==> config.mk <==
export PLATFORM = sky130hd
export DESIGN_NAME = two_layer_color_key_blend_top
export DESIGN_NICKNAME = d
export VERILOG_FILES = /design/src/sv/tlckb_pkg.sv /design/src/sv/two_layer_color_key_blend_top.sv
export SDC_FILE = /design/constraint.sdc
export NUM_CORES = 1
export LEC_CHECK = 0
export BUFFER_PORTS_ARGS = -buffer_cell sky130_fd_sc_hd__buf_2
export CAP_MARGIN = 40
export CORE_AREA = 2 2 248 250
export DETAILED_ROUTE_END_ITERATION = 10
export DIE_AREA = 0 0 250 252
export PLACE_DENSITY = 0.66
export SLEW_MARGIN = 10
export SYNTH_ARGS = -nofsm -noshare
export SYNTH_HDL_FRONTEND = slang
export SYNTH_SLANG_ARGS = --single-unit
==> constraint.sdc <==
create_clock -name aclk -period 7.6 [get_ports aclk]
set_input_delay 1.14 -clock aclk [delete_from_list [all_inputs] [get_ports aclk]]
set_output_delay 1.14 -clock aclk [all_outputs]
set_load 0.03 [all_outputs]
==> src/sv/tlckb_pkg.sv <==
// ----------------------------------------------------------------------------
// tlckb_pkg
// Shared constants and types of the two-layer color key blender.
// ----------------------------------------------------------------------------
package tlckb_pkg;

    localparam int unsigned CHAN_W    = 8;
    localparam int unsigned PIXEL_W   = 3 * CHAN_W;
    localparam int unsigned OPAC_W    = 7;
    localparam int unsigned DEPTH_W   = 8;
    localparam int unsigned WEIGHT_W  = 9;
    localparam int unsigned ADDR_W    = 5;
    localparam int unsigned IDX_W     = 3;
    localparam int unsigned DIV_NUM_W = 16;
    localparam int unsigned DIV_CNT_W = 4;

    localparam logic [OPAC_W-1:0]    OPACITY_FULL = 7'd100;
    localparam logic [WEIGHT_W-1:0]  WEIGHT_HALF  = 9'd128;
    localparam logic [WEIGHT_W-1:0]  WEIGHT_ONE   = 9'd256;
    localparam logic [DIV_CNT_W-1:0] DIV_STEPS    = 4'd9;

    localparam logic [IDX_W-1:0] REG_FIRST_OPACITY  = 3'd0;
    localparam logic [IDX_W-1:0] REG_SECOND_OPACITY = 3'd1;
    localparam logic [IDX_W-1:0] REG_FIRST_DEPTH    = 3'd2;
    localparam logic [IDX_W-1:0] REG_SECOND_DEPTH   = 3'd3;
    localparam logic [IDX_W-1:0] REG_KEY_COLOR      = 3'd4;

    typedef struct packed {
        logic [CHAN_W-1:0] red;
        logic [CHAN_W-1:0] green;
        logic [CHAN_W-1:0] blue;
    } rgb_t;

    function automatic logic [CHAN_W-1:0] mix_chan(
        input logic [CHAN_W-1:0]   a,
        input logic [CHAN_W-1:0]   b,
        input logic [WEIGHT_W-1:0] w
    );
        logic [WEIGHT_W-1:0]   wb;
        logic [DIV_NUM_W-1:0]  sum;
        wb  = WEIGHT_ONE - w;
        sum = DIV_NUM_W'(a * w) + DIV_NUM_W'(b * wb);
        return sum[DIV_NUM_W-1 -: CHAN_W];
    endfunction

endpackage

==> src/sv/two_layer_color_key_blend_top.sv <==
// ----------------------------------------------------------------------------
// two_layer_color_key_blend_top
// Composites one pixel pair per word from two RGB888 layers with color key,
// depth order and opacity weighting.
// ----------------------------------------------------------------------------
// Path: each word passes the input register and then the result register.
// Throughput: 1 word per cycle while m_tready allows; after an opacity write the
// input stalls while the radix-2 weight divider runs one bit per cycle.
// Reset: synchronous, active low; all registers read 0 and weight is 128.
module two_layer_color_key_blend_top
    import tlckb_pkg::*;
(
    input  logic                 aclk,
    input  logic                 aresetn,
    // APB configuration
    input  logic                 psel,
    input  logic                 penable,
    input  logic                 pwrite,
    input  logic [ADDR_W-1:0]    paddr,
    input  logic [31:0]          pwdata,
    output logic [31:0]          prdata,
    output logic                 pready,
    // input stream
    input  logic                 s_tvalid,
    output logic                 s_tready,
    // first_red, first_green, first_blue, second_red, second_green, second_blue
    input  logic [2*PIXEL_W-1:0] s_tdata,
    // result stream
    output logic                 m_tvalid,
    input  logic                 m_tready,
    // mixed_red, mixed_green, mixed_blue
    output logic [PIXEL_W-1:0]   m_tdata,
    // settings_ok
    output logic [0:0]           m_tuser
);

    logic [OPAC_W-1:0]  first_opacity_reg, second_opacity_reg;
    logic [DEPTH_W-1:0] first_depth_reg, second_depth_reg;
    logic [PIXEL_W-1:0] key_color_reg;
    logic [WEIGHT_W-1:0] weight_reg;

    logic                 div_load_reg, div_busy_reg;
    logic [WEIGHT_W-1:0]  div_rem_reg, div_den_reg, div_quo_reg;
    logic [WEIGHT_W-1:0]  div_num_reg;
    logic [DIV_CNT_W-1:0] div_cnt_reg;

    logic                 s1_valid_reg;
    logic [2*PIXEL_W-1:0] s1_pix_reg;
    logic                 m_valid_reg;
    logic [PIXEL_W-1:0]   m_data_reg;
    logic                 m_ok_reg;

    logic               cfg_wr;
    logic [IDX_W-1:0]   cfg_idx;
    logic               adv;
    logic               s_accept;

    assign pready   = 1'b1;
    assign cfg_wr   = psel && penable && pwrite && pready;
    assign cfg_idx  = paddr[ADDR_W-1:2];
    assign adv      = !m_valid_reg || m_tready;
    assign s_tready = adv && !div_load_reg && !div_busy_reg;
    assign s_accept = s_tvalid && s_tready;
    assign m_tvalid = m_valid_reg;
    assign m_tdata  = m_data_reg;
    assign m_tuser  = m_ok_reg;

    always_comb begin
        unique case (cfg_idx)
            REG_FIRST_OPACITY:  prdata = 32'(first_opacity_reg);
            REG_SECOND_OPACITY: prdata = 32'(second_opacity_reg);
            REG_FIRST_DEPTH:    prdata = 32'(first_depth_reg);
            REG_SECOND_DEPTH:   prdata = 32'(second_depth_reg);
            REG_KEY_COLOR:      prdata = 32'(key_color_reg);
            default:            prdata = 32'd0;
        endcase
    end

    always_ff @(posedge aclk) begin
        if (!aresetn) begin
            first_opacity_reg  <= '0;
            second_opacity_reg <= '0;
            first_depth_reg    <= '0;
            second_depth_reg   <= '0;
            key_color_reg      <= '0;
        end else if (cfg_wr) begin
            unique case (cfg_idx)
                REG_FIRST_OPACITY:  first_opacity_reg  <= pwdata[OPAC_W-1:0];
                REG_SECOND_OPACITY: second_opacity_reg <= pwdata[OPAC_W-1:0];
                REG_FIRST_DEPTH:    first_depth_reg    <= pwdata[DEPTH_W-1:0];
                REG_SECOND_DEPTH:   second_depth_reg   <= pwdata[DEPTH_W-1:0];
                REG_KEY_COLOR:      key_color_reg      <= pwdata[PIXEL_W-1:0];
                default: ;
            endcase
        end
    end

    // weight = floor((t1*512 + s) / (2*s)), or 128 when s is 0; one quotient bit per cycle
    logic [DEPTH_W-1:0]   op_sum;
    logic [DIV_NUM_W-1:0] div_num_full;
    logic [WEIGHT_W:0]    div_trial;
    logic                 div_take;
    logic [WEIGHT_W-1:0]  div_quo_next;

    assign op_sum       = DEPTH_W'(first_opacity_reg) + DEPTH_W'(second_opacity_reg);
    assign div_num_full = {first_opacity_reg, 9'd0} + DIV_NUM_W'(op_sum);
    assign div_trial    = {div_rem_reg, div_num_reg[WEIGHT_W-1]};
    assign div_take     = div_trial >= {1'b0, div_den_reg};
    assign div_quo_next = {div_quo_reg[WEIGHT_W-2:0], div_take};

    always_ff @(posedge aclk) begin
        if (!aresetn) begin
            div_load_reg <= 1'b0;
            div_busy_reg <= 1'b0;
            weight_reg   <= WEIGHT_HALF;
        end else begin
            div_load_reg <= cfg_wr && (cfg_idx == REG_FIRST_OPACITY ||
                                       cfg_idx == REG_SECOND_OPACITY);
            if (div_load_reg) begin
                if (op_sum == '0) begin
                    div_busy_reg <= 1'b0;
                    weight_reg   <= WEIGHT_HALF;
                end else begin
                    div_busy_reg <= 1'b1;
                end
            end else if (div_busy_reg && div_cnt_reg == 4'd1) begin
                div_busy_reg <= 1'b0;
                weight_reg   <= div_quo_next;
            end
        end
    end

    always_ff @(posedge aclk) begin
        if (div_load_reg) begin
            div_rem_reg <= WEIGHT_W'(div_num_full[DIV_NUM_W-1:WEIGHT_W]);
            div_num_reg <= div_num_full[WEIGHT_W-1:0];
            div_den_reg <= {op_sum, 1'b0};
            div_quo_reg <= '0;
            div_cnt_reg <= DIV_STEPS;
        end else if (div_busy_reg) begin
            div_rem_reg <= div_take ? WEIGHT_W'(div_trial - {1'b0, div_den_reg})
                                    : div_trial[WEIGHT_W-1:0];
            div_num_reg <= {div_num_reg[WEIGHT_W-2:0], 1'b0};
            div_quo_reg <= div_quo_next;
            div_cnt_reg <= div_cnt_reg - 4'd1;
        end
    end

    // input register
    always_ff @(posedge aclk) begin
        if (!aresetn) begin
            s1_valid_reg <= 1'b0;
        end else if (adv) begin
            s1_valid_reg <= s_accept;
        end
    end

    always_ff @(posedge aclk) begin
        if (s_accept) begin
            s1_pix_reg <= s_tdata;
        end
    end

    // composite
    rgb_t p1, p2, mixed, src;
    logic opac_bad, l2_front, l2_wins, l1_wins;

    assign p1 = '{red: s1_pix_reg[7:0], green: s1_pix_reg[15:8],
                  blue: s1_pix_reg[23:16]};
    assign p2 = '{red: s1_pix_reg[31:24], green: s1_pix_reg[39:32],
                  blue: s1_pix_reg[47:40]};

    assign opac_bad = first_opacity_reg > OPACITY_FULL || second_opacity_reg > OPACITY_FULL;
    assign l2_front = first_depth_reg > second_depth_reg;
    assign l2_wins  = l2_front && second_opacity_reg == OPACITY_FULL;
    assign l1_wins  = !l2_front && first_opacity_reg == OPACITY_FULL;

    assign mixed.red   = mix_chan(p1.red, p2.red, weight_reg);
    assign mixed.green = mix_chan(p1.green, p2.green, weight_reg);
    assign mixed.blue  = mix_chan(p1.blue, p2.blue, weight_reg);

    always_comb begin
        if (opac_bad) begin
            src = '0;
        end else if (l2_wins) begin
            src = (p1 == p2 || p2 == key_color_reg) ? p1 : p2;
        end else if (l1_wins) begin
            src = (p1 != p2 && p1 == key_color_reg) ? p2 : p1;
        end else if (p1 == key_color_reg) begin
            src = p2;
        end else if (p2 == key_color_reg) begin
            src = p1;
        end else begin
            src = mixed;
        end
    end

    // result register
    always_ff @(posedge aclk) begin
        if (!aresetn) begin
            m_valid_reg <= 1'b0;
        end else if (adv) begin
            m_valid_reg <= s1_valid_reg;
        end
    end

    always_ff @(posedge aclk) begin
        if (adv && s1_valid_reg) begin
            m_data_reg <= {src.blue, src.green, src.red};
            m_ok_reg   <= !opac_bad;
        end
    end

    a_no_accept_while_dividing: assert property (@(posedge aclk) disable iff (!aresetn)
        (div_busy_reg || div_load_reg) |-> !s_tready)
        else $error("input accepted while weight divider runs");

    a_bad_settings_black: assert property (@(posedge aclk) disable iff (!aresetn)
        (m_valid_reg && !m_ok_reg) |-> m_data_reg == '0)
        else $error("invalid opacity result carries color");

    a_weight_range: assert property (@(posedge aclk) disable iff (!aresetn)
        weight_reg <= WEIGHT_ONE)
        else $error("blend weight above one");

    a_divider_done: assert property (@(posedge aclk) disable iff (!aresetn)
        (div_busy_reg && div_cnt_reg == 4'd1 && !div_load_reg) |=> !div_busy_reg)
        else $error("weight divider did not finish");

endmodule

* Yosys cells after proc, flatten, opt, wreduce, memory -nomap -nowiden
Cells that the tools add are included.
Word-level totals: flip-flop bits (word level) 178, input bits 92, output and inout port bits 60, word-level logic and storage cells 97
Operators by class: $add $sub $neg 8, $mul 6, $lt $le $gt $ge 4, eq/ne operators 12, mux-type cells 18, reductions and logical operators 30
Operators by type and width (number):
- 2-to-1 mux 24 bit | 6
- case mux 24 bit (5 select lines) | 1
- multiplier 8 x 9 -> 16 bit | 6
- equality test 24 bit | 3
- 2-to-1 mux 9 bit | 6
- adder 16 bit | 3
- inequality test 24 bit | 1
- adder 16 x 8 -> 16 bit | 1
- equality test 7 bit, second input constant | 2
- greater-than comparator 7 bit, second input constant | 2
- 2-to-1 mux 7 bit | 2
- AND reduction 2 bit | 6
- logical AND 1 bit | 11
- >= comparator 10 x 9 -> 1 bit | 1
- subtractor 9 bit | 1
- subtractor 9 bit, first input constant | 1
- adder 7 x 7 -> 8 bit | 1
- greater-than comparator 8 bit | 1
- zero test 8 bit | 1
- equality test 3 x 2 -> 1 bit, second input constant | 2
- zero test 1 bit | 5
- equality test 4 x 1 -> 1 bit, second input constant | 1
- logical OR 1 bit | 4
- nonzero test 2 bit | 2
- other kinds (6) | 8

* Longest topological paths before layout
word-level depth 7, mapped depth 29, gate-level depth less buffers 26

* Least setup slack after synthesis
OpenSTA, ideal clock, no wires.
kind register to register, start point register weight_reg[0], end point register m_data_reg[6], in the netlist m_tdata[6] (data pin), setup time 0.259 ns, arrival 7.078 ns, required time 7.341 ns, path slack 0.263 ns, stages on the path, launching flop included 29, path buffers 4, period minus slack after synthesis 7.337 ns, path through dfxtp_1 -> clkbuf_1 -> clkbuf_1 -> inv_1 -> ha_1 -> or3b_2 -> or2_1 -> buf_6 -> xnor2_1 -> clkbuf_1 -> nand2_1 -> fa_1 -> inv_1 -> fa_1 -> fa_1 -> fa_1 -> fa_1 -> inv_1 -> fa_1 -> inv_1 -> ha_1 -> and2_1 -> a22o_1 -> a31o_2 -> a211oi_1 -> o21bai_1 -> xor2_1 -> mux2i_1 -> o21ai_1
Between the ends: word-level cells in the longest chain between the ends 7, elaborated cells between the ends (all ways) 8, classes of those cells add/sub (2); mul (2); mux (4)
Ends and longest elaborated chain:
- start, declared | RTL line two_layer_color_key_blend_top.sv:40 | logic [WEIGHT_W-1:0] weight_reg;
- start signal, assigned | RTL line two_layer_color_key_blend_top.sv:128 | weight_reg <= div_quo_next;
- subtractor 9 bit | RTL line tlckb_pkg.sv:41 | wb = WEIGHT_ONE - w;
- multiplier 8 x 9 -> 16 bit | RTL line tlckb_pkg.sv:42 | sum = DIV_NUM_W'(a * w) + DIV_NUM_W'(b * wb);
- adder 16 bit (*) | RTL line tlckb_pkg.sv:42
- 2-to-1 mux 24 bit (*) | RTL line two_layer_color_key_blend_top.sv:191 | end else if (p2 == key_color_reg) begin
- 2-to-1 mux 24 bit (*) | RTL line two_layer_color_key_blend_top.sv:189 | end else if (p1 == key_color_reg) begin
- 2-to-1 mux 24 bit (*) | RTL line two_layer_color_key_blend_top.sv:187 | end else if (l1_wins) begin
- 2-to-1 mux 24 bit (*) | RTL line two_layer_color_key_blend_top.sv:185 | end else if (l2_wins) begin
- end signal, assigned | RTL line two_layer_color_key_blend_top.sv:209 | m_data_reg <= {src.blue, src.green, src.red};
- end, declared | RTL line two_layer_color_key_blend_top.sv:50 | logic [PIXEL_W-1:0] m_data_reg;
Mark *: on every way between the ends. The rest lies on a longest branch, timed or not. A chain may end at the register's enable or synchronous reset.

* Worst setup path after layout
start point register weight_reg[0], end point register m_data_reg[7], in the netlist m_tdata[7] (data pin)
The elaborated chain is that of the path after synthesis.

==> results.ini <==
[timing]
skew_ns=0.0186
slew_viol_final=0
tns_ns=0
clock.fmax_mhz=136
rsz0062_at_grt=false
hold_violations=0
fin_crit_ns=7.34
slew_headroom_pct=39.9
worstMarginPinSlew_ns=0.895
period_share_pct=96.6
setup_viol_count_final=0

[floorplan]
die_w_um=250
io_pins=152
core_sq_um=60100
fp-row-count=90
initial_utilization_pct=38.7
dieHeight_um=252
dieArea_sq_um=63000

[worst_setup_path]
arrival_ns=7.55
crit_slowest_cell=fa_1
rr_worst_depth=25
crit_path_end_kind=flip-flop
cpPeakStageDelay_ns=0.57
r2r-start=weight_reg[0]
r2r-end=m_tdata[7]
cp.required_ns=7.81
startpoint_type=flip-flop
path_class=flip-flop to flip-flop
worst-path-max-fanout=10
cpMostUsedCell=fa_1
r2r_slack_ns=0.26

[hold_path]
holdPathStages=2
hp-class=flip-flop to flip-flop
worstHoldEndpoint=weight_reg[8]
min_from=div_quo_reg[7]

[route]
drt_iter0_markers=1393
wirelength_um=64700
wl_per_cell_um=19.3
vias_per_cell=5.29
antenna_left=0
drc_errors=0
dr.pass1.iters=6
vias=17700

[place]
hpwlAfterDp_um=49700
dp_cells=3317
place.port_buffers=132
gp_congestion=0.946

[clock_network]
cts_resized=0
cts_root_buf=clkbuf_16
clkTransAtPathRegs_ns=0.08
clockBufferDepth=2
cts_tree=yes
clkSinkCount=178
clk_latency_ns=0.47
cts_buffers=17
hold_buffers=0
cts-htree-levels=4
cts_setup_buffers=0

[logic_synthesis]
synth_flop_cell=edfxtp_1
synthCells=2496
async_flop_share_pct=0
synth_edf_count=97
synth.cell_area_sq_um=23300
synth_seq_cells=178
yosysWarningCount=0
ys_seq_area_share_pct=19.5
avgSynthCellArea_sq_um=9.33
yosys.cell_types.count=81

[global_route]
grt_pass1_vias=18900
grt_max_degree=56
grt_pass1_wl_um=103000
antenna_found_initial=2
overflow=0
track_usage_pct=20.9

[layout]
final_cell_mix=inv_1, fa_1, nand2_1
layout_commonest_cell=inv_1
fin_cells=3351
largest_reg_flops=48
nets=3166
area_growth_pct=8.94
nFillCells=5839
drive_gt1_share_pct=9.86

[pwr]
peakVddDrop_mv=0.156
p_per_area_nw_per_um2=124
power.leakage_nw=12.3

[status]
outcome=finished, final reports clean

[run]
maxCapViolCount=0

-- routing by layer --
metal | vias to the layer above | global-route usage [%] | wire (um)
met3 | 156 | 3.14 | 4570
met2 | 725 | 35.6 | 31100
met1 | 8877 | 26.4 | 26500
met4 | 0 | 9.14 | 2650
met5 | - | 0 | 0
li1 | 7980 | - | -
-- logic make-up (layout without fill, tap and decap cells) --
logic type / after synthesis / in the layout / synth area share [%]
compound gates: 238 / 238 / 7.29
buf+inv: 596 / 660 / 9.93
xor+xnor: 132 / 132 / 5.03
fa+ha+maj: 520 / 520 / 38.3
other cells: 2 / 11 / 0.0322
flops: 178 / 178 / 19.5
mux: 74 / 74 / 3.26
simple gates: 756 / 756 / 16.7
-- layout make-up --
type	count	area [sq um]	area share (%)
Multi-Input combinational cell	1729	16500	65.1
Sequential cell	178	4530	17.9
Inverter	451	1690	6.67
Timing Repair Buffer	177	1040	4.11
Tap cell	782	978	3.86
Clock buffer	17	425	1.68
Clock inverter	15	185	0.730
Antenna cell	2	5.00	0.0197
-- how the worst max path moves through the flow --
stage,from,to
6_report,weight_reg[0],m_tdata[7]
5_1_grt,weight_reg[0],m_tdata[18]
4_1_cts,weight_reg[1],m_tdata[6]
3_5_place_dp,weight_reg[1],m_tdata[5]
3_3_place_gp,weight_reg[0],m_tdata[6]
2_1_floorplan,weight_reg[0],m_tdata[6]
-- through the flow --
stage	worst slack [ns]	util (%)	area (sq um)	total power [mW]	hold WS, ns
CTS	0.267	42.2	25400	3.14	0.505
global route	0.0385	42.2	25400	3.30	0.521
finish	0.261	42.2	25400	3.14	0.501
detailed placement	0.290	41.1	24700	2.22	0.487
floorplan	0.263	-	23300	1.91	0.455
global placement	0.373	41.0	24600	2.19	0.471
-- critical path, delay by kind of cell (launching register included) --
family	cells	cell delay, ns
compound gates	6	1.16
xor+xnor	2	0.48
fa+ha+maj	8	3.53
buf+inv	5	0.47
flops	1	0.32
simple gates	4	1.12
-- cell usage after synthesis (all sizes together), types with 7 or more instances --
| cell type | instances | area share (%) |
|---|---|---|
| o22ai | 18 | 0.48 |
| buf | 27 | 0.76 |
| mux2 | 14 | 0.68 |
| nor2 | 53 | 0.85 |
| mux2i | 60 | 2.6 |
| edfxtp | 97 | 13 |
| nand2b | 12 | 0.32 |
| nand4b | 7 | 0.26 |
| xor2 | 60 | 2.3 |
| a21o | 12 | 0.39 |
| nor3 | 24 | 0.59 |
| a221oi | 14 | 0.55 |
| nor4 | 20 | 0.56 |
| fa | 320 | 28 |
| xnor2 | 72 | 2.8 |
| nor2b | 35 | 0.94 |
| nand3 | 18 | 0.39 |
| and2 | 250 | 6.7 |
| clkbuf | 118 | 1.9 |
| inv | 450 | 7.3 |
| a31oi | 7 | 0.19 |
| nand4 | 22 | 0.59 |
| a21boi | 32 | 1.0 |
| dfxtp | 81 | 7.0 |
| o21ai | 36 | 0.79 |
| a21oi | 45 | 1.0 |
| o21bai | 7 | 0.24 |
| o211ai | 10 | 0.32 |
| ha | 200 | 11 |
| nand2 | 286 | 4.6 |
-- report_power, final --
group / leakage (nW) / internal [mW] / switching (mW) / total [mW]
clock: 0.293 / 0.448 / 0.465 / 0.913
sequential: 1.56 / 1.10 / 0.121 / 1.23
combinational: 10.5 / 0.423 / 0.575 / 0.998
No activity file was read; power rests on OpenSTA's default activity.
